### src/aek_pkg.sv
// Shared types, constants and the sequence decode function of the ANSI key decoder.
`timescale 1ns / 1ps

package aek_pkg;

    // Sequence buffer depth and the width of the count that tracks it.
    localparam int SEQ_DEPTH = 16;
    localparam int CNT_W     = $clog2(SEQ_DEPTH + 1);
    localparam logic [CNT_W-1:0] CNT_NONE  = CNT_W'(0);
    localparam logic [CNT_W-1:0] CNT_ESC   = CNT_W'(1);
    localparam logic [CNT_W-1:0] CNT_OPEN  = CNT_W'(2);
    localparam logic [CNT_W-1:0] CNT_DEPTH = CNT_W'(SEQ_DEPTH);

    // Key queue between the front and back parts; depth must be a power of two.
    localparam int QUEUE_DEPTH = 4;
    localparam int QUEUE_AW    = $clog2(QUEUE_DEPTH);
    localparam int QUEUE_CW    = $clog2(QUEUE_DEPTH + 1);

    localparam logic [15:0] ESC_WAIT_RESET = 16'd60;

    // Action codes of an input word.
    localparam logic ACT_BYTE = 1'b0;
    localparam logic ACT_TICK = 1'b1;

    // Character codes.
    localparam logic [7:0] CH_NUL  = 8'd0;
    localparam logic [7:0] CH_BS   = 8'd8;
    localparam logic [7:0] CH_LF   = 8'd10;
    localparam logic [7:0] CH_CR   = 8'd13;
    localparam logic [7:0] CH_ESC  = 8'd27;
    localparam logic [7:0] CH_DEL  = 8'd127;
    localparam logic [7:0] CH_0    = 8'h30;
    localparam logic [7:0] CH_9    = 8'h39;
    localparam logic [7:0] CH_CSI  = 8'h5B;
    localparam logic [7:0] CH_SS3  = 8'h4F;
    localparam logic [7:0] CH_TILDE = 8'h7E;
    localparam logic [7:0] FIN_LO  = 8'h40;
    localparam logic [7:0] FIN_HI  = 8'h7E;
    localparam logic [7:0] CH_A = 8'h41;
    localparam logic [7:0] CH_B = 8'h42;
    localparam logic [7:0] CH_C = 8'h43;
    localparam logic [7:0] CH_D = 8'h44;
    localparam logic [7:0] CH_F = 8'h46;
    localparam logic [7:0] CH_H = 8'h48;
    localparam logic [7:0] CH_K = 8'h4B;
    localparam logic [7:0] CH_P = 8'h50;
    localparam logic [7:0] CH_S = 8'h53;

    // Key codes.
    localparam logic [8:0] K_NONE  = 9'd0;
    localparam logic [8:0] K_ESC   = 9'd256;
    localparam logic [8:0] K_UP    = 9'd257;
    localparam logic [8:0] K_DOWN  = 9'd258;
    localparam logic [8:0] K_RIGHT = 9'd259;
    localparam logic [8:0] K_LEFT  = 9'd260;
    localparam logic [8:0] K_HOME  = 9'd261;
    localparam logic [8:0] K_END   = 9'd262;
    localparam logic [8:0] K_INS   = 9'd263;
    localparam logic [8:0] K_DEL   = 9'd264;
    localparam logic [8:0] K_PGUP  = 9'd265;
    localparam logic [8:0] K_PGDN  = 9'd266;
    localparam logic [8:0] K_F1    = 9'd267;
    localparam logic [8:0] K_F6    = 9'd272;
    localparam logic [8:0] K_F11   = 9'd277;
    localparam logic [8:0] K_F12   = 9'd278;

    typedef struct packed {
        logic        action;
        logic [7:0]  data_byte;
        logic [31:0] now_ms;
    } t_in_word;

    typedef struct packed {
        logic [8:0] key_code;
        logic       is_last;
    } t_out_word;

    // One queue entry: the one or two keys that an input word produced.
    typedef struct packed {
        logic       two;
        logic [8:0] key0;
        logic [8:0] key1;
    } t_key_pair;

    typedef struct packed {
        logic full;
        logic empty;
    } t_queue_stat;

    // Key of a finished sequence, or K_NONE when it means nothing.
    function automatic logic [8:0] aek_decode(input logic       is_ss3,
                                              input logic [7:0] f,
                                              input logic [7:0] num);
        logic [8:0] k;
        k = K_NONE;
        case (f)
            CH_A:    k = K_UP;
            CH_B:    k = K_DOWN;
            CH_C:    k = K_RIGHT;
            CH_D:    k = K_LEFT;
            CH_H:    k = K_HOME;
            CH_F:    k = K_END;
            default: k = K_NONE;
        endcase
        if (k == K_NONE) begin
            if (is_ss3) begin
                if (f >= CH_P && f <= CH_S) begin
                    k = K_F1 + {1'b0, f - CH_P};
                end
            end else if (f == CH_K) begin
                k = K_END;
            end else if (f == CH_TILDE) begin
                case (num)
                    8'd1, 8'd7:  k = K_HOME;
                    8'd2:        k = K_INS;
                    8'd3:        k = K_DEL;
                    8'd4, 8'd8:  k = K_END;
                    8'd5:        k = K_PGUP;
                    8'd6:        k = K_PGDN;
                    8'd11, 8'd12, 8'd13, 8'd14, 8'd15:
                        k = K_F1 + {1'b0, num - 8'd11};
                    8'd17, 8'd18, 8'd19, 8'd20, 8'd21:
                        k = K_F6 + {1'b0, num - 8'd17};
                    8'd23:       k = K_F11;
                    8'd24:       k = K_F12;
                    default:     k = K_NONE;
                endcase
            end
        end
        return k;
    endfunction

endpackage

### src/aek_fifo.sv
// Short key queue that decouples the parser from the output stage.
`timescale 1ns / 1ps

module aek_fifo
    import aek_pkg::*;
(
    input  logic        i_clk,
    input  logic        i_rst_n,
    input  logic        i_push,
    input  t_key_pair   i_push_data,
    input  logic        i_pop,
    output t_key_pair   o_head,
    output t_queue_stat o_stat
);

    t_key_pair             r_mem [QUEUE_DEPTH];
    logic [QUEUE_AW-1:0]   r_wr_ptr;
    logic [QUEUE_AW-1:0]   r_rd_ptr;
    logic [QUEUE_CW-1:0]   r_count;
    logic                  w_push;
    logic                  w_pop;

    assign o_stat.full  = (r_count == QUEUE_CW'(QUEUE_DEPTH));
    assign o_stat.empty = (r_count == '0);
    assign w_push       = i_push && !o_stat.full;
    assign w_pop        = i_pop && !o_stat.empty;
    assign o_head       = r_mem[r_rd_ptr];

    // Storage for queued words.
    always_ff @(posedge i_clk) begin
        if (w_push) begin
            r_mem[r_wr_ptr] <= i_push_data;
        end
    end

    // Pointers and fill level.
    always_ff @(posedge i_clk) begin
        if (!i_rst_n) begin
            r_wr_ptr <= '0;
            r_rd_ptr <= '0;
            r_count  <= '0;
        end else begin
            if (w_push) begin
                r_wr_ptr <= r_wr_ptr + 1'b1;
            end
            if (w_pop) begin
                r_rd_ptr <= r_rd_ptr + 1'b1;
            end
            case ({w_push, w_pop})
                2'b10:   r_count <= r_count + 1'b1;
                2'b01:   r_count <= r_count - 1'b1;
                default: r_count <= r_count;
            endcase
        end
    end

    a_count_bound: assert property (@(posedge i_clk) disable iff (!i_rst_n)
        r_count <= QUEUE_CW'(QUEUE_DEPTH))
        else $error("key queue fill level beyond its depth");

endmodule

### src/aek_front.sv
// Front part: accepts input words, runs the escape sequence parser and queues keys.
`timescale 1ns / 1ps

module aek_front
    import aek_pkg::*;
(
    input  logic        i_clk,
    input  logic        i_rst_n,
    input  logic        i_in_valid,
    output logic        o_in_stall,
    input  t_in_word    i_in_data,
    input  logic        i_cfg_valid,
    output logic        o_cfg_ready,
    input  logic [15:0] i_cfg_data,
    input  t_queue_stat i_q_stat,
    output logic        o_push,
    output t_key_pair   o_push_data
);

    logic [15:0]      r_esc_wait;
    logic [CNT_W-1:0] r_seq_count, n_seq_count;
    logic             r_seq_is_ss3, n_seq_is_ss3;
    logic [7:0]       r_seq_number, n_seq_number;
    logic             r_digits_open, n_digits_open;
    logic [7:0]       r_last, n_last;
    logic             r_after_cr, n_after_cr;
    logic [31:0]      r_esc_started, n_esc_started;

    logic             w_accept;
    logic [7:0]       w_c;
    logic [31:0]      w_elapsed;
    logic             w_storing;
    logic             w_is_digit;
    logic [11:0]      w_digit_sum;
    logic [7:0]       w_num_next;
    logic [7:0]       w_final;
    logic [8:0]       w_seq_key;
    logic [7:0]       w_byte;
    logic             w_handled;
    logic [1:0]       w_nkeys;
    logic [8:0]       w_key0;
    logic [8:0]       w_key1;

    assign o_in_stall  = i_q_stat.full;
    assign o_cfg_ready = 1'b1;
    assign w_accept    = i_in_valid && !o_in_stall;
    assign w_c         = i_in_data.data_byte;
    assign w_elapsed   = i_in_data.now_ms - r_esc_started;

    // Decimal number and final byte of an open sequence.
    assign w_storing   = (r_seq_count < CNT_DEPTH);
    assign w_is_digit  = r_digits_open && (w_c >= CH_0) && (w_c <= CH_9);
    assign w_digit_sum = ({4'd0, r_seq_number} * 12'd10) + {4'd0, w_c - CH_0};
    assign w_num_next  = (w_storing && w_is_digit)
                       ? ((w_digit_sum > 12'd255) ? 8'd255 : w_digit_sum[7:0])
                       : r_seq_number;
    assign w_final     = w_storing ? w_c : r_last;
    assign w_seq_key   = aek_decode(r_seq_is_ss3, w_final, w_num_next);

    // Translated plain byte.
    assign w_byte = (w_c == CH_LF) ? CH_CR : ((w_c == CH_DEL) ? CH_BS : w_c);

    // Parser next state and the keys this word produces.
    always_comb begin
        n_seq_count   = r_seq_count;
        n_seq_is_ss3  = r_seq_is_ss3;
        n_seq_number  = r_seq_number;
        n_digits_open = r_digits_open;
        n_last        = r_last;
        n_after_cr    = r_after_cr;
        n_esc_started = r_esc_started;
        w_handled     = 1'b0;
        w_nkeys       = 2'd0;
        w_key0        = K_NONE;
        w_key1        = K_NONE;
        if (i_in_data.action == ACT_TICK) begin
            if (r_seq_count == CNT_ESC && w_elapsed >= {16'd0, r_esc_wait}) begin
                n_seq_count = CNT_NONE;
                w_key0      = K_ESC;
                w_nkeys     = 2'd1;
            end
        end else begin
            if (r_seq_count == CNT_ESC) begin
                if (w_c == CH_CSI || w_c == CH_SS3) begin
                    n_seq_count   = CNT_OPEN;
                    n_seq_is_ss3  = (w_c == CH_SS3);
                    n_seq_number  = 8'd0;
                    n_digits_open = 1'b1;
                    n_last        = w_c;
                    w_handled     = 1'b1;
                end else begin
                    // Escape on its own, then the byte is handled as usual.
                    n_seq_count = CNT_NONE;
                    w_key0      = K_ESC;
                    w_nkeys     = 2'd1;
                end
            end else if (r_seq_count >= CNT_OPEN) begin
                if (w_storing) begin
                    n_seq_count  = r_seq_count + 1'b1;
                    n_last       = w_c;
                    n_seq_number = w_num_next;
                    if (!w_is_digit) begin
                        n_digits_open = 1'b0;
                    end
                end
                if (r_seq_is_ss3 || (w_c >= FIN_LO && w_c <= FIN_HI)) begin
                    n_seq_count = CNT_NONE;
                    if (w_seq_key != K_NONE) begin
                        w_key0  = w_seq_key;
                        w_nkeys = 2'd1;
                    end
                end
                w_handled = 1'b1;
            end
            if (!w_handled) begin
                if (w_c == CH_ESC) begin
                    n_seq_count   = CNT_ESC;
                    n_esc_started = i_in_data.now_ms;
                    n_after_cr    = 1'b0;
                end else if (r_after_cr && (w_c == CH_LF || w_c == CH_NUL)) begin
                    n_after_cr = 1'b0;
                end else begin
                    n_after_cr = (w_c == CH_CR);
                    if (w_nkeys == 2'd0) begin
                        w_key0  = {1'b0, w_byte};
                        w_nkeys = 2'd1;
                    end else begin
                        w_key1  = {1'b0, w_byte};
                        w_nkeys = 2'd2;
                    end
                end
            end
        end
    end

    assign o_push           = w_accept && (w_nkeys != 2'd0);
    assign o_push_data.two  = (w_nkeys == 2'd2);
    assign o_push_data.key0 = w_key0;
    assign o_push_data.key1 = w_key1;

    // Parser state and the wait register.
    always_ff @(posedge i_clk) begin
        if (!i_rst_n) begin
            r_esc_wait    <= ESC_WAIT_RESET;
            r_seq_count   <= CNT_NONE;
            r_seq_is_ss3  <= 1'b0;
            r_seq_number  <= 8'd0;
            r_digits_open <= 1'b1;
            r_last        <= 8'd0;
            r_after_cr    <= 1'b0;
            r_esc_started <= 32'd0;
        end else begin
            if (i_cfg_valid && o_cfg_ready) begin
                r_esc_wait <= i_cfg_data;
            end
            if (w_accept) begin
                r_seq_count   <= n_seq_count;
                r_seq_is_ss3  <= n_seq_is_ss3;
                r_seq_number  <= n_seq_number;
                r_digits_open <= n_digits_open;
                r_last        <= n_last;
                r_after_cr    <= n_after_cr;
                r_esc_started <= n_esc_started;
            end
        end
    end

    a_count_bound: assert property (@(posedge i_clk) disable iff (!i_rst_n)
        r_seq_count <= CNT_DEPTH)
        else $error("sequence count beyond the buffer depth");

    a_esc_opens: assert property (@(posedge i_clk) disable iff (!i_rst_n)
        (w_accept && i_in_data.action == ACT_BYTE && r_seq_count == CNT_NONE
         && w_c == CH_ESC) |=> (r_seq_count == CNT_ESC))
        else $error("ESC with no sequence open did not start one");

    a_pair_starts_esc: assert property (@(posedge i_clk) disable iff (!i_rst_n)
        (o_push && o_push_data.two) |-> (o_push_data.key0 == K_ESC))
        else $error("two keys from one word must begin with Escape");

endmodule

### src/aek_back.sv
// Back part: takes queued key pairs and delivers them one word at a time.
`timescale 1ns / 1ps

module aek_back
    import aek_pkg::*;
(
    input  logic        i_clk,
    input  logic        i_rst_n,
    input  t_key_pair   i_head,
    input  t_queue_stat i_q_stat,
    output logic        o_pop,
    output logic        o_out_valid,
    input  logic        i_out_stall,
    output t_out_word   o_out_data
);

    logic       r_out_valid;
    t_out_word  r_out_data;
    logic       r_pend;
    logic [8:0] r_pend_key;
    logic       w_load;

    // The output register may take a new word when empty or being drained.
    assign w_load      = !r_out_valid || !i_out_stall;
    assign o_pop       = w_load && !r_pend && !i_q_stat.empty;
    assign o_out_valid = r_out_valid;
    assign o_out_data  = r_out_data;

    // Control: output valid and the pending second key.
    always_ff @(posedge i_clk) begin
        if (!i_rst_n) begin
            r_out_valid <= 1'b0;
            r_pend      <= 1'b0;
        end else if (w_load) begin
            if (r_pend) begin
                r_out_valid <= 1'b1;
                r_pend      <= 1'b0;
            end else if (!i_q_stat.empty) begin
                r_out_valid <= 1'b1;
                r_pend      <= i_head.two;
            end else begin
                r_out_valid <= 1'b0;
            end
        end
    end

    // Payload of the output word and the held second key.
    always_ff @(posedge i_clk) begin
        if (w_load) begin
            if (r_pend) begin
                r_out_data.key_code <= r_pend_key;
                r_out_data.is_last  <= 1'b1;
            end else begin
                r_out_data.key_code <= i_head.key0;
                r_out_data.is_last  <= !i_head.two;
                r_pend_key          <= i_head.key1;
            end
        end
    end

    a_pend_needs_out: assert property (@(posedge i_clk) disable iff (!i_rst_n)
        r_pend |-> r_out_valid)
        else $error("second key pending without a first key on the output");

    a_pend_not_last: assert property (@(posedge i_clk) disable iff (!i_rst_n)
        r_pend |-> !r_out_data.is_last)
        else $error("first of two keys marked as last");

endmodule

### src/ansi_escape_key_decoder.sv
// ANSI escape key decoder top level: parser front, key queue and output stage.
// A key passes through the key queue and then the output register before it reaches the output.
// One input word per cycle while not stalled; a two-key word gives two output words.
// The input stalls only when the four-entry key queue is full.
// Synchronous active-low reset clears the parser, queue and output; wait register returns to 60.
`timescale 1ns / 1ps

module ansi_escape_key_decoder
    import aek_pkg::*;
(
    input  logic        i_clk,
    input  logic        i_rst_n,
    input  logic        i_in_valid,
    output logic        o_in_stall,
    input  t_in_word    i_in_data,
    input  logic        i_cfg_valid,
    output logic        o_cfg_ready,
    input  logic [15:0] i_cfg_data,
    output logic        o_out_valid,
    input  logic        i_out_stall,
    output t_out_word   o_out_data
);

    logic        w_push;
    t_key_pair   w_push_data;
    logic        w_pop;
    t_key_pair   w_head;
    t_queue_stat w_q_stat;

    // Parser front end.
    aek_front u_front (
        .i_clk       (i_clk),
        .i_rst_n     (i_rst_n),
        .i_in_valid  (i_in_valid),
        .o_in_stall  (o_in_stall),
        .i_in_data   (i_in_data),
        .i_cfg_valid (i_cfg_valid),
        .o_cfg_ready (o_cfg_ready),
        .i_cfg_data  (i_cfg_data),
        .i_q_stat    (w_q_stat),
        .o_push      (w_push),
        .o_push_data (w_push_data)
    );

    // Key queue.
    aek_fifo u_fifo (
        .i_clk       (i_clk),
        .i_rst_n     (i_rst_n),
        .i_push      (w_push),
        .i_push_data (w_push_data),
        .i_pop       (w_pop),
        .o_head      (w_head),
        .o_stat      (w_q_stat)
    );

    // Output stage.
    aek_back u_back (
        .i_clk       (i_clk),
        .i_rst_n     (i_rst_n),
        .i_head      (w_head),
        .i_q_stat    (w_q_stat),
        .o_pop       (w_pop),
        .o_out_valid (o_out_valid),
        .i_out_stall (i_out_stall),
        .o_out_data  (o_out_data)
    );

endmodule

### config.mk
export PLATFORM = sky130hd
export DESIGN_NAME = ansi_escape_key_decoder
export DESIGN_NICKNAME = d
export VERILOG_FILES = /design/src/aek_pkg.sv /design/src/aek_fifo.sv /design/src/aek_front.sv /design/src/aek_back.sv /design/src/ansi_escape_key_decoder.sv
export SDC_FILE = /design/constraint.sdc
export NUM_CORES = 1
export LEC_CHECK = 0
export ABC_AREA = 1
export BUFFER_PORTS_ARGS = -buffer_cell sky130_fd_sc_hd__buf_2
export CAP_MARGIN = 20
export CORE_MARGIN = 2
export CORE_UTILIZATION = 61
export CTS_CLUSTER_DIAMETER = 80
export DETAILED_ROUTE_END_ITERATION = 8
export MAX_ROUTING_LAYER = met4
export PLACE_DENSITY = 0.87
export SETUP_SLACK_MARGIN = 0.3
export SYNTH_ARGS = -nofsm -noshare
export SYNTH_HDL_FRONTEND = slang
export SYNTH_SLANG_ARGS = --single-unit
### constraint.sdc
create_clock -name i_clk -period 10.6 [get_ports i_clk]
set_input_delay 0 -clock i_clk [delete_from_list [all_inputs] [get_ports i_clk]]
set_output_delay 0 -clock i_clk [all_outputs]
set_load 0.01 [all_outputs]
# After elaboration in Yosys (flattened, before gate mapping)
# Memories as Yosys holds them, arrays and structs flattened. A register that Yosys moved wholly into a read port is not among the register bits.
# Index checks and enable logic that the tools add are counted.
[word_totals]
ram_bits = 76
register_bits = 100
out_inout_bits = 13
input_bits = 62
memories = 1
[memory_table]
columns = ["memory", "words", "word_bits", "rd", "rd_clocked_by_memory_dff", "write_ports", "line_no", "rtl"]
rows = [
  ["u_fifo.r_mem", 4, 19, 1, 1, 1, "aek_fifo.sv:16", "t_key_pair r_mem [QUEUE_DEPTH];"],
]
[classes]
reduce_logical = 44
bitwise_logic = 3
magnitude_cmp = 10
add_sub_neg = 14
muxes = 77
n_eq_ne = 42
multipliers = 1
[ops]
columns = ["op", "n"]
rows = [
  ["$mux 9", 20],
  ["$mux 8", 13],
  ["$pmux 9 s10", 1],
  ["$eq 8x7->1 const B", 11],
  ["$eq 8x4->1 const B", 8],
  ["$eq 8x5->1 const B", 8],
  ["$pmux 9 s6", 1],
  ["$mux 5", 8],
  ["$eq 8x3->1 const B", 4],
  ["$ge 32x16->1", 1],
  ["$sub 32x32->32", 1],
  ["$add 9x8->9 const A", 3],
  ["$mux 2", 12],
  ["$mux 1", 20],
  ["$eq 8x2->1 const B", 2],
  ["$ge 8x7->1 const B", 2],
  ["$le 8x7->1 const B", 2],
  ["$logic_and 1x1->1", 13],
  ["$add 12x8->12", 1],
  ["$gt 12x8->1 const B", 1],
  ["$reduce_and 4->1", 3],
  ["$mul 8x3->11 const B", 1],
  ["$mux 10", 1],
  ["$reduce_or 5->1", 2],
  ["34 further kinds", 52],
]

# Logic depth before layout (Yosys ltp)
# Gate-level depths: netlist of run 1.
[depth]
word_depth = 29
depth_mapped = 46
ltp_nobuf = 46

# Hierarchy
# From an unflattened synthesis of run 1, not the netlist that was laid out.
[hier_totals]
hier_cells = 1506
hier_area_um2 = 11762.5
[by_module_without_submodules]
columns = ["mod", "area_per_inst_um2", "n_inst", "cells_per_inst"]
rows = [
  ["aek_front", 7571.0, 1, 1188],
  ["aek_fifo", 3374.5, 1, 254],
  ["aek_back", 817.0, 1, 64],
]

# Worst setup path before layout of run 1
# No wires, ideal clock.
[synth_path]
path_type = "reg-to-reg"
from = "register u_front.r_seq_number[1]"
to = "register u_fifo.r_count[2]"
required_time_ns = 10.478
path_slack_ns = 4.296
setup_time_ns = 0.122
path_buffers = 0
t_arrival_ns = 6.182
path_stages_with_launch = 45
cell_sequence = "dfxtp_1 > ha_1 > ha_1 > fa_1 > xor2_1 > ha_1 > nand2_1 > inv_1 > nand2_1 > nand3_1 > nor2_1 > nand2_1 > nand2_1 > nand4_1 > nand2_1 > inv_2 > ha_1 > inv_1 > [9 not listed] > nand2_1 > nand2_1 > nand2_1 > nor2_1 > nand2_2 > nand2_4 > nand2_8 > ha_1 > a211oi_1 > nand2_4 > nand2_2 > ha_1 > inv_1 > fa_1 > a21oi_1 > o21ai_0 > o21ai_0 > a21oi_1"
[synth_between]
elab_chain_cells = 29
[synth_lines]
columns = ["element", "line_no", "rtl"]
rows = [
  ["start: declaration", "aek_front.sv:23", "logic [7:0] r_seq_number, n_seq_number;"],
  ["start signal: assignment", "aek_front.sv:159", "r_seq_number <= n_seq_number;"],
  ["$mul 8x3->11", "aek_front.sv:53", "assign w_digit_sum = ({4'd0, r_seq_number} * 12'd10) + {4'd0, w_c - CH_0};"],
  ["$add 12x8->12", "aek_front.sv:53", ""],
  ["$gt 12x8->1", "aek_front.sv:55", "? ((w_digit_sum > 12'd255) ? 8'd255 : w_digit_sum[7:0])"],
  ["$mux 8", "aek_front.sv:55", ""],
  ["$mux 8 *", "aek_front.sv:55", ""],
  ["$sub 8x5->8, or another cell as far along", "aek_pkg.sv:123", "k = K_F6 + {1'b0, num - 8'd17};"],
  ["$add 9x8->9, or another cell as far along", "aek_pkg.sv:123", ""],
  ["$pmux 9 s10 *", "aek_pkg.sv:113", "case (num)"],
  ["[13 not listed]", "--", ""],
  ["$mux 2", "aek_front.sv:116", "if (w_c == CH_ESC) begin"],
  ["$mux 2 *", "aek_front.sv:115", "if (!w_handled) begin"],
  ["$mux 2 *", "aek_front.sv:76", "if (i_in_data.action == ACT_TICK) begin"],
  ["$reduce_bool 2->1 *", "aek_front.sv:136", "assign o_push = w_accept && (w_nkeys != 2'd0);"],
  ["$logic_and 1x1->1 *", "aek_front.sv:136", ""],
  ["$logic_and 1x1->1 *", "aek_fifo.sv:25", "assign w_push = i_push && !o_stat.full;"],
  ["$eq 2x1->1 or $eq 2x2->1 (tied branches)", "aek_fifo.sv:49", "case ({w_push, w_pop})"],
  ["$pmux 3 s2 or $reduce_bool 2->1 (tied branches)", "--", ""],
  ["end signal: assignment", "aek_fifo.sv:50", "2'b10: r_count <= r_count + 1'b1;"],
  ["end signal: assignment", "aek_fifo.sv:51", "2'b01: r_count <= r_count - 1'b1;"],
  ["end signal: assignment", "aek_fifo.sv:52", "default: r_count <= r_count;"],
  ["end: declaration", "aek_fifo.sv:19", "logic [QUEUE_CW-1:0] r_count;"],
]
# Mark *: on every way between the ends. The rest lies on a longest branch, timed or not. The select of a mux whose other input is x is not followed.
# A chain may end at the register's enable or synchronous reset.

# Final worst setup path of run 1
# Ends and elaborated chain as after synthesis.

==> flow_metrics.tcl, run 1 <==
set metrics [dict create \
    status "finished, final reports clean" \
    drc 0 \
    p_leak_nw 5.714 \
    combPwrFrac_pct 24.3 \
    cts_setup_buffers 0 \
    wl_um 29100 \
    synth_fp_nets 1598 \
    firstDrtPassIters 8 \
    gp_congestion 0.9690 \
    synth_edf_count 90 \
    vdd_drop_max_mv 0.1790 \
    ff2ff_path_depth 42 \
    vias 10470 \
    wire_per_inst_um 16.18 \
    coreArea_mm2 0.01796 \
    cp-end-kind "flip-flop" \
    holdBufCountCts 57 \
    holdPathEnd "u_front.r_after_cr$_SDFFE_PN0P_" \
    clockRootBuffer "clkbuf_16" \
    syn-cell-area_mm2 0.01120 \
    max-cap-violations 0 \
    worstMarginPinSlew_ns 1.078 \
    synth_compound_area_share_pct 17.27 \
    synth_adder_area_share_pct 11.22 \
    clock_latency_ns 0.44 \
    die_area_mm2 0.01946 \
    syn_inst 1438 \
    cts_sinks 173 \
    slew_headroom_pct 28.06 \
    antenna_found_initial 1 \
    cts_tree "built" \
    cts_max_level 4 \
    worst_hold_path.num_cells 4 \
    die_x_um 139.5 \
    internal_power_mw 1.286 \
    io_buffers 73 \
    avgSynthCellArea_um2 7.787 \
    ys_types 58 \
    hp-class "primary input to flip-flop" \
    drv_slew 0 \
    drt_iter0_drc 989 \
    cp.arrival_ns 7.49 \
    synth_ff_type "edfxtp_1" \
    fmax_ghz 0.1394 \
    yosysTopAreaCell "edfxtp_1" \
    clockBufferDepth 2 \
    synth_top_family_by_area "simple AND/OR/NAND/NOR gates" \
    yosysTopAreaCellShare_pct 24.13 \
    cpMostUsedCell "nand2_1" \
    finalHoldViolCount 0 \
    yosys_warnings 0 \
    critPathLaunchType "flip-flop" \
    grt.overflow.total 0 \
    fin_skew_ns 0.01263 \
    synth-simple-area-share_pct 20.86 \
    num-nets-final 1716 \
    grt_max_degree 63 \
    antenna_left 0 \
    async_flop_share_pct 0 \
    finalCritPeriodShare_pct 67.68 \
    final_common_cell "nand2_1" \
    hpwl_um 19120 \
    grt_usage_pct 30.87 \
    whs_ns 0.07229 \
    finalSetupViolCount 0 \
    seq_power_share_pct 42.9 \
    reg2reg_from "u_front.r_seq_number[1]$_SDFFE_PN0P_" \
    vias_per_cell 5.821 \
    r2r_setup_slack_ns 3.43 \
    synth_xor_area_share_pct 3.911 \
    power_density_mw_per_mm2 148.8 \
    ctsResizeCount 0 \
    drive_gt1_share_pct 9.433 \
    critPathSlowestCell "dfxtp_1" \
    tns_ns 0 \
    rsz0062_at_grt "false" \
    p_switching_mw 0.6316 \
    path_clk_slew_ns 0.08 \
    area_growth_syn_to_layout_pct 15.09 \
    row_count 49 \
    die_y_um 139.5 \
    path_max_fanout 8 \
    hp-start "i_in_data[33]" \
    min_period_ns 7.174 \
    ios 75 \
    critical_path_class "flip-flop to flip-flop" \
    ys_top_cells_by_area "edfxtp_1 24%, dfxtp_1 15%, ha_1 11%" \
    grt_pass1_vias 10110 \
    crit_path_start "u_front.r_seq_number[1]$_SDFFE_PN0P_" \
    final_cell_mix "238 x nand2_1, 176 x inv_1, 156 x nor2_1" \
    synth-seq-cells 173 \
    cts_made_buffers 17 \
    ys_seq_area_share_pct 38.97 \
    synthMuxAreaShare_pct 0 \
    swShare_pct 32.94 \
    crit_required_ns 10.92 \
    grt_pass1_wl_um 47290 \
    start_util_pct 62.34 \
    worstReg2RegEnd "u_fifo.r_count[2]$_SDFFE_PN0P_" \
    crit_path_max_incr_delay_ns 0.45 \
    pwr-share-clk_pct 32.8 \
]
[cell usage after synthesis (all sizes together), types with 2 or more instances]
master,count
nand2,248
inv,186
nor2,165
o21ai,150
a21oi,146
ha,94
edfxtp,90
dfxtp,83
nand3,59
xor2,34
clkbuf,28
nand4,21
nor3,20
a31oi,16
xnor2,16
o22ai,11
buf,8
nor4,8
o211ai,8
a21o,5
or2,5
a211oi,4
clkinv,4
fa,4
and3,3
o2111ai,3
o21bai,3
o31ai,3
a21boi,2
o21a,2
[per-layer routing]
layer	track usage [%]	part of all wire, %	wire, µm	vias up
li1	-	-	-	5101
met1	36.16	40	11680	4760
met2	51.65	49	14300	491
met3	5.747	6.8	1970	120
met4	14.19	3.9	1149	0
met5	-	0	0	-
[area by class of cell]
cell class	instances	area (µm²)
clock inverters	14	146.4
fillers	1326	5075
multi-input cells	1039	5968
repair buffers	135	978.4
diodes	1	2.502
clock buffers	18	429.2
inverters	190	713.2
well taps	229	286.5
flip-flops and latches	173	4364
[state kept, by name, summed over array words and instances, names as in the netlist, named ones only]
name / cells
u_back.r_pend_key: 8
u_fifo.r_count: 3
u_back.r_pend: 1
u_back.o_out_data: 10
u_front.r_seq_number: 8
u_fifo.r_wr_ptr: 2
u_front.r_last: 8
u_front.r_seq_count: 5
u_fifo.r_mem: 72
u_front.r_esc_wait: 16
u_back.o_out_valid: 1
u_front.r_digits_open: 1
u_front.r_after_cr: 1
u_fifo.r_rd_ptr: 2
u_front.r_seq_is_ss3: 1
u_front.r_esc_started: 32
[power groups by stage]
stage	sequential [mW]	combinational, mW	clock (mW)
CTS	0.822	0.446	0.626
finish	0.823	0.465	0.629
detailed placement	0.836	0.424	0
floorplan	0.834	0.296	0
global placement	0.832	0.405	0
global route	0.828	0.516	0.660
[cells by family after synthesis]
family / after synthesis
simple gates: 532
compound gates: 358
buf+inv: 226
flops: 173
fa+ha+maj: 98
xor+xnor: 50
other cells: 1
[through the flow]
stage / setup slack (ns) / power, mW / cells / cell area (µm²) / util (%)
after floorplan: 4.296 / 1.130 / 1438 / 11200 / -
after global placement: 3.891 / 1.237 / 1707 / 11720 / 65.24
after detailed placement: 3.635 / 1.259 / 1707 / 11720 / 65.24
after CTS: 3.607 / 1.893 / 1796 / 12870 / 71.62
after global routing: 2.931 / 2.004 / 1799 / 12890 / 71.75
final: 3.426 / 1.917 / 1799 / 12890 / 71.75
[worst max path at each step]
| stage | to | cells past startpoint |
|---|---|---|
| finish | u_fifo.r_count[2]$_SDFFE_PN0P_ | 42 |
| floorplan | u_fifo.r_count[2]$_SDFFE_PN0P_ | 44 |
| CTS | u_fifo.r_count[2]$_SDFFE_PN0P_ | 42 |
| detailed placement | u_fifo.r_count[2]$_SDFFE_PN0P_ | 42 |
| global route | u_fifo.r_count[2]$_SDFFE_PN0P_ | 44 |
| global placement | u_fifo.r_count[2]$_SDFFE_PN0P_ | 44 |
[worst max-delay path: cells and delay by family, from the launching register on]
kind	cells	cell delay, ns
simple gates	24	2.69
xor+xnor	1	0.17
buf+inv	3	0.30
compound gates	6	1.08
fa+ha+maj	8	2.36
flops	1	0.45
No activity file was read; power rests on OpenSTA's default activity.
==> inputs of run 2 (changes only) <==
ABC_AREA = 0   (was 1)
clock period = 7.4 ns   (was 10.6 ns; I/O delays follow)
==> flow_metrics.tcl, run 2 <==
set metrics [dict create \
    status "finished, final reports clean" \
    synth-seq-cells 173 \
    critical_path_class "flip-flop to flip-flop" \
    worst_hold_path.num_cells 3 \
    cts_max_level 4 \
    multiInputGateArea_mm2 0.006930 \
    critPathLaunchType "flip-flop" \
    die_y_um 142.5 \
    io_buffers 73 \
    ys_types 86 \
    firstDrtPassIters 7 \
    max-cap-violations 0 \
    synth_common_cells "143 x nand2_1, 94 x ha_1, 90 x edfxtp_1" \
    placed_area_mm2 0.01232 \
    vdd_drop_max_mv 0.1676 \
    top_register "u_fifo.r_mem" \
    holdPathEnd "u_front.r_last[6]$_SDFFE_PN0P_" \
    clockBufferDepth 2 \
    ys_seq_area_share_pct 37.32 \
    reg.largest.list "u_fifo.r_mem: 72 flops, u_front.r_esc_started: 32 flops, u_front.r_esc_wait: 16 flops" \
    yosysTopAreaCell "edfxtp_1" \
    num-nets-final 1514 \
    cp.arrival_ns 7.19 \
    worstReg2RegEnd "u_fifo.r_count[2]$_SDFFE_PN0P_" \
    syn_inst 1233 \
    hpwl_um 21760 \
    area_growth_syn_to_layout_pct 16.07 \
    cp-end-kind "flip-flop" \
    crit_path_max_incr_delay_ns 0.40 \
    yosysTopAreaCellShare_pct 23.11 \
    critPathSlowestCell "dfxtp_2" \
    worstMarginPinSlew_ns 1.149 \
    reg2reg_from "u_front.r_seq_number[4]$_SDFFE_PN0P_" \
    fin_skew_ns 0.01382 \
    filler_cell_count 1346 \
    drive_gt1_share_pct 16.39 \
    hp-start "i_in_data[38]" \
    clockRootBuffer "clkbuf_16" \
    coreArea_mm2 0.01877 \
    tns_ns 0 \
    row_count 50 \
    antenna_found_initial 0 \
    synth_edf_count 90 \
    die_x_um 142.5 \
    yosys_warnings 0 \
    path_clk_slew_ns 0.08 \
    largest_register_ff_count 72 \
    wl_um 31040 \
    clock_latency_ns 0.45 \
    drt_iter0_drc 839 \
    rsz0062_at_grt "true" \
    path_max_fanout 7 \
    n_antenna_cell 0 \
    start_util_pct 62.30 \
    finalHoldViolCount 0 \
    gr-usage-met3_pct 4.946 \
    synth_ff_type "edfxtp_1" \
    final_cell_mix "143 x nand2_1, 90 x edfxtp_1, 88 x ha_1" \
    fmax_ghz 0.1469 \
    ys_top_cells_by_area "edfxtp_1 23%, dfxtp_1 14%, ha_1 10%" \
    finalSetupViolCount 0 \
    grt_max_degree 85 \
    grt_util_met2_pct 53.57 \
    grt_usage_pct 31.75 \
    synth_fp_nets 1393 \
    drv_slew 0 \
    hp-class "primary input to flip-flop" \
    total_power_mw 2.611 \
    crit_path_start "u_front.r_seq_number[4]$_SDFFE_PN0P_" \
    grt.overflow.total 0 \
    drc 0 \
    avgSynthCellArea_um2 9.483 \
    grt_busiest_layer "met2" \
    cts_made_buffers 17 \
    cpMostUsedCell "ha_1" \
    synth.most_common_cell "nand2_1" \
    grt_pass1_vias 9633 \
    antenna_left 0 \
    cts_sinks 173 \
    syn-cell-area_mm2 0.01169 \
    min_period_ns 6.809 \
    r2r_setup_slack_ns 0.59 \
    crit_required_ns 7.78 \
    whs_ns 0.04233 \
    p_leak_nw 5.294 \
    slew_headroom_pct 23.38 \
    cts_tree "built" \
    gp_congestion 0.9739 \
    grtUsageMet1_pct 39.50 \
    wire_per_inst_um 19.39 \
    die_area_mm2 0.02029 \
    ff2ff_path_depth 33 \
    vias 10110 \
    finalCritPeriodShare_pct 92.01 \
    design_area_mm2 0.01357 \
    async_flop_share_pct 0 \
    grt_pass1_wl_um 49180 \
    seqCellArea_mm2 0.004375 \
    vias_per_cell 6.317 \
    power_density_mw_per_mm2 192.4 \
    final_common_cell "nand2_1" \
    ios 75 \
]
==> run 2: timing repair <==
item / 4_1_cts / 5_1_grt
pin swaps: 4 / 12
hold endpoints to repair: 49 / 0
resized for setup: 13 / 25
cloned: 0 / 0
endpoints found under the setup margin: 20 / 20
buffers inserted: 3 / 3
hold buffers: 49 / 0
==> run 2: worst max-delay path, delay by kind of cell (launching register included) <==
kind            cells  cell delay [ns]
xor+xnor            1             0.16
compound gates     16             2.87
fa+ha+maj           7             1.82
simple gates        5             1.12
flops               1             0.40
buf+inv             4             0.38
==> run 2: routing by layer <==
metal	wire length (µm)	vias up
met4	684	0
met2	15420	363
li1	-	4806
met5	0	-
met1	13300	4885
met3	1639	60
==> run 2: worst max-delay path by stage <==
stage | end | slack (ns) | cells after the start
after floorplan | u_fifo.r_count[2]$_SDFFE_PN0P_ | 0.37 | 34
after global placement | u_fifo.r_count[2]$_SDFFE_PN0P_ | 0.26 | 31
after detailed placement | u_fifo.r_count[2]$_SDFFE_PN0P_ | -0.06 | 31
after CTS | u_fifo.r_count[2]$_SDFFE_PN0P_ | 0.31 | 33
after global routing | u_fifo.r_count[2]$_SDFFE_PN0P_ | 0.27 | 32
final | u_fifo.r_count[2]$_SDFFE_PN0P_ | 0.59 | 33
==> run 2: metrics by stage <==
| step | setup WS (ns) | instances | utilization (%) |
|---|---|---|---|
| floorplan | 0.3740 | 1233 | - |
| global placement | 0.2584 | 1514 | 65.67 |
| detailed placement | -0.06185 | 1514 | 65.67 |
| CTS | 0.3126 | 1598 | 71.73 |
| global route | 0.2713 | 1601 | 72.31 |
| finish | 0.5911 | 1601 | 72.31 |
==> run 2: cells by family after synthesis <==
group                      count (synthesis)  synth area share (%)
AOI/OAI and AO/OA                        343                 21.23
xor gates and xnor gates                  42                 3.146
adders and majority gates                 98                 10.74
buffers and inverters                    135                 4.537
DFF                                      173                 37.32
muxes                                     55                 6.731
other                                      1               0.03207
and+or+nand+nor                          386                 16.25
==> run 2: layout make-up <==
class | instances | share of cell area, %
Clock buffer | 17 | 3.134
Clock inverter | 15 | 1.088
Inverter | 86 | 2.379
Multi-Input combinational cell | 925 | 51.06
Sequential cell | 173 | 32.24
Tap cell | 234 | 2.157
Timing Repair Buffer | 151 | 7.938
==> run 2: where the power goes <==
part / internal, mW / switching (mW)
Combinational: 0.269 / 0.298
Clock: 0.448 / 0.433
Sequential: 1.12 / 0.0476
==> inputs of run 3 (changes only) <==
CTS_BUF_LIST = sky130_fd_sc_hd__clkbuf_8   (was unset)
==> flow_metrics.tcl, run 3 (synthesis gave the netlist of run 2 again) <==
set metrics [dict create \
    clockBufferDepth 2 \
    ios 75 \
    final_cell_mix "143 x nand2_1, 90 x edfxtp_1, 85 x ha_1" \
    cts_max_level 4 \
    path_clk_slew_ns 0.10 \
    status "finished, final reports clean" \
    final_common_cell "nand2_1" \
    fmax_ghz 0.1459 \
    cts_made_buffers 17 \
    antenna_left 0 \
    crit_path_max_incr_delay_ns 0.38 \
    n_antenna_cell 0 \
    rsz0062_at_grt "false" \
    critPathSlowestCell "dfxtp_4" \
    p_switching_mw 0.7423 \
    tns_ns 0 \
    grt_usage_pct 31.39 \
    p_leak_nw 5.301 \
    combPwrFrac_pct 23.9 \
    grt_pass1_wl_um 48660 \
    hp-class "primary input to flip-flop" \
    clockRootBuffer "clkbuf_8" \
    crit_required_ns 7.82 \
    grt_max_degree 85 \
    coreArea_mm2 0.01877 \
    wire_per_inst_um 19.23 \
    cp-end-kind "flip-flop" \
    top_register "u_fifo.r_mem" \
    pwr-share-clk_pct 27.3 \
    largest_register_ff_count 72 \
    power_density_mw_per_mm2 174.6 \
    cp.arrival_ns 7.27 \
    swShare_pct 31.21 \
    path_max_fanout 4 \
    antenna_found_initial 0 \
    wl_um 31160 \
    area_growth_syn_to_layout_pct 16.50 \
    critPathLaunchType "flip-flop" \
    row_count 50 \
    die_y_um 142.5 \
    grt_pass1_vias 9648 \
    drc 0 \
    die_x_um 142.5 \
    clock_latency_ns 0.49 \
    seq_power_share_pct 48.8 \
    start_util_pct 62.30 \
    firstDrtPassIters 5 \
    worstMarginPinSlew_ns 1.052 \
    slew_headroom_pct 29.85 \
    grt.overflow.total 0 \
    whs_ns 0.03548 \
    vdd_drop_max_mv 0.1210 \
    drive_gt1_share_pct 17.75 \
    min_period_ns 6.854 \
    reg.largest.list "u_fifo.r_mem: 72 flops, u_front.r_esc_started: 32 flops, u_front.r_esc_wait: 16 flops" \
    vias_per_cell 6.283 \
    cts_tree "built" \
    finalCritPeriodShare_pct 92.63 \
    fin_skew_ns 0.02091 \
    vias 10180 \
    drv_slew 0 \
    die_area_mm2 0.02029 \
    finalHoldViolCount 0 \
    design_area_mm2 0.01362 \
    gp_congestion 0.9739 \
    hpwl_um 21760 \
    finalSetupViolCount 0 \
    placed_area_mm2 0.01232 \
    cts_sinks 173 \
    io_buffers 73 \
    critical_path_class "flip-flop to flip-flop" \
    internal_power_mw 1.636 \
    num-nets-final 1533 \
    max-cap-violations 0 \
    drt_iter0_drc 927 \
]
## run 3: cell types whose count changed in the layout (fill, tap and decap cells not counted), moves of 3 or more
cell and delta:
clkbuf_8 +17, buf_4 +13, clkbuf_16 -17, ha_1 -3, dlygate4sd3_1 +5
## run 3: area by class of cell
class | instances | area, µm²
inverters | 86 | 325.3
clock inverters | 15 | 147.6
well taps | 234 | 292.8
flip-flops and latches | 173 | 4380
multi-input cells | 925 | 6997
clock buffers | 17 | 234.0
fillers | 1346 | 5146
repair buffers | 170 | 1245
## run 3: metal layers
metal | GRT usage [%] | up-vias | share of wire (%)
met5 | - | - | 0
met3 | 5.686 | 70 | 6.4
met2 | 52.10 | 410 | 49
met4 | 11.05 | 0 | 3.1
li1 | - | 4840 | -
met1 | 38.67 | 4859 | 41
## run 3: final timing paths
kind / from / to / slack (ns) / cells past startpoint
max: u_front.r_seq_number[2]$_SDFFE_PN0P_ / u_fifo.r_count[2]$_SDFFE_PN0P_ / 0.55 / 33
min: i_in_data[33] / u_fifo.r_mem[0][1]$_DFFE_PP_ / 0.04 / 3
max reg2reg: u_front.r_seq_number[2]$_SDFFE_PN0P_ / u_fifo.r_count[2]$_SDFFE_PN0P_ / 0.55 / 33
min reg2reg: u_front.r_esc_started[28]$_SDFFE_PN0P_ / u_front.r_esc_started[28]$_SDFFE_PN0P_ / 0.47 / 2
## run 3: power groups by stage
stage	registers [mW]	clock network, mW	logic, mW
3_5_place_dp	1.19	0	0.521
6_report	1.16	0.649	0.569
3_3_place_gp	1.18	0	0.500
5_1_grt	1.17	0.694	0.623
2_1_floorplan	1.18	0	0.367
4_1_cts	1.16	0.658	0.551
## run 3: through the flow
stage | cells | util [%] | setup WS [ns] | power (mW)
3_5_place_dp | 1514 | 65.67 | -0.06185 | 1.707
2_1_floorplan | 1233 | - | 0.3740 | 1.543
6_report | 1620 | 72.58 | 0.5455 | 2.379
5_1_grt | 1620 | 72.58 | 0.2441 | 2.491
3_3_place_gp | 1514 | 65.67 | 0.2584 | 1.679
4_1_cts | 1603 | 70.97 | 0.3184 | 2.374
## run 3: what timing repair did
item / in CTS / in global routing
gates resized for setup: 13 / 40
pin swaps: 4 / 23
gates cloned: 0 / 0
endpoints found under the hold margin: 58 / 0
hold buffers: 54 / 0
setup endpoints to repair: 20 / 20
buffers inserted: 3 / 17
## run 3: worst max-delay path: cells and delay by family, from the launching register on
family | cells | cell delay [ns]
fa+ha+maj | 7 | 1.79
simple gates | 5 | 1.21
xor+xnor | 1 | 0.16
compound gates | 16 | 2.88
flops | 1 | 0.38
buf+inv | 4 | 0.35
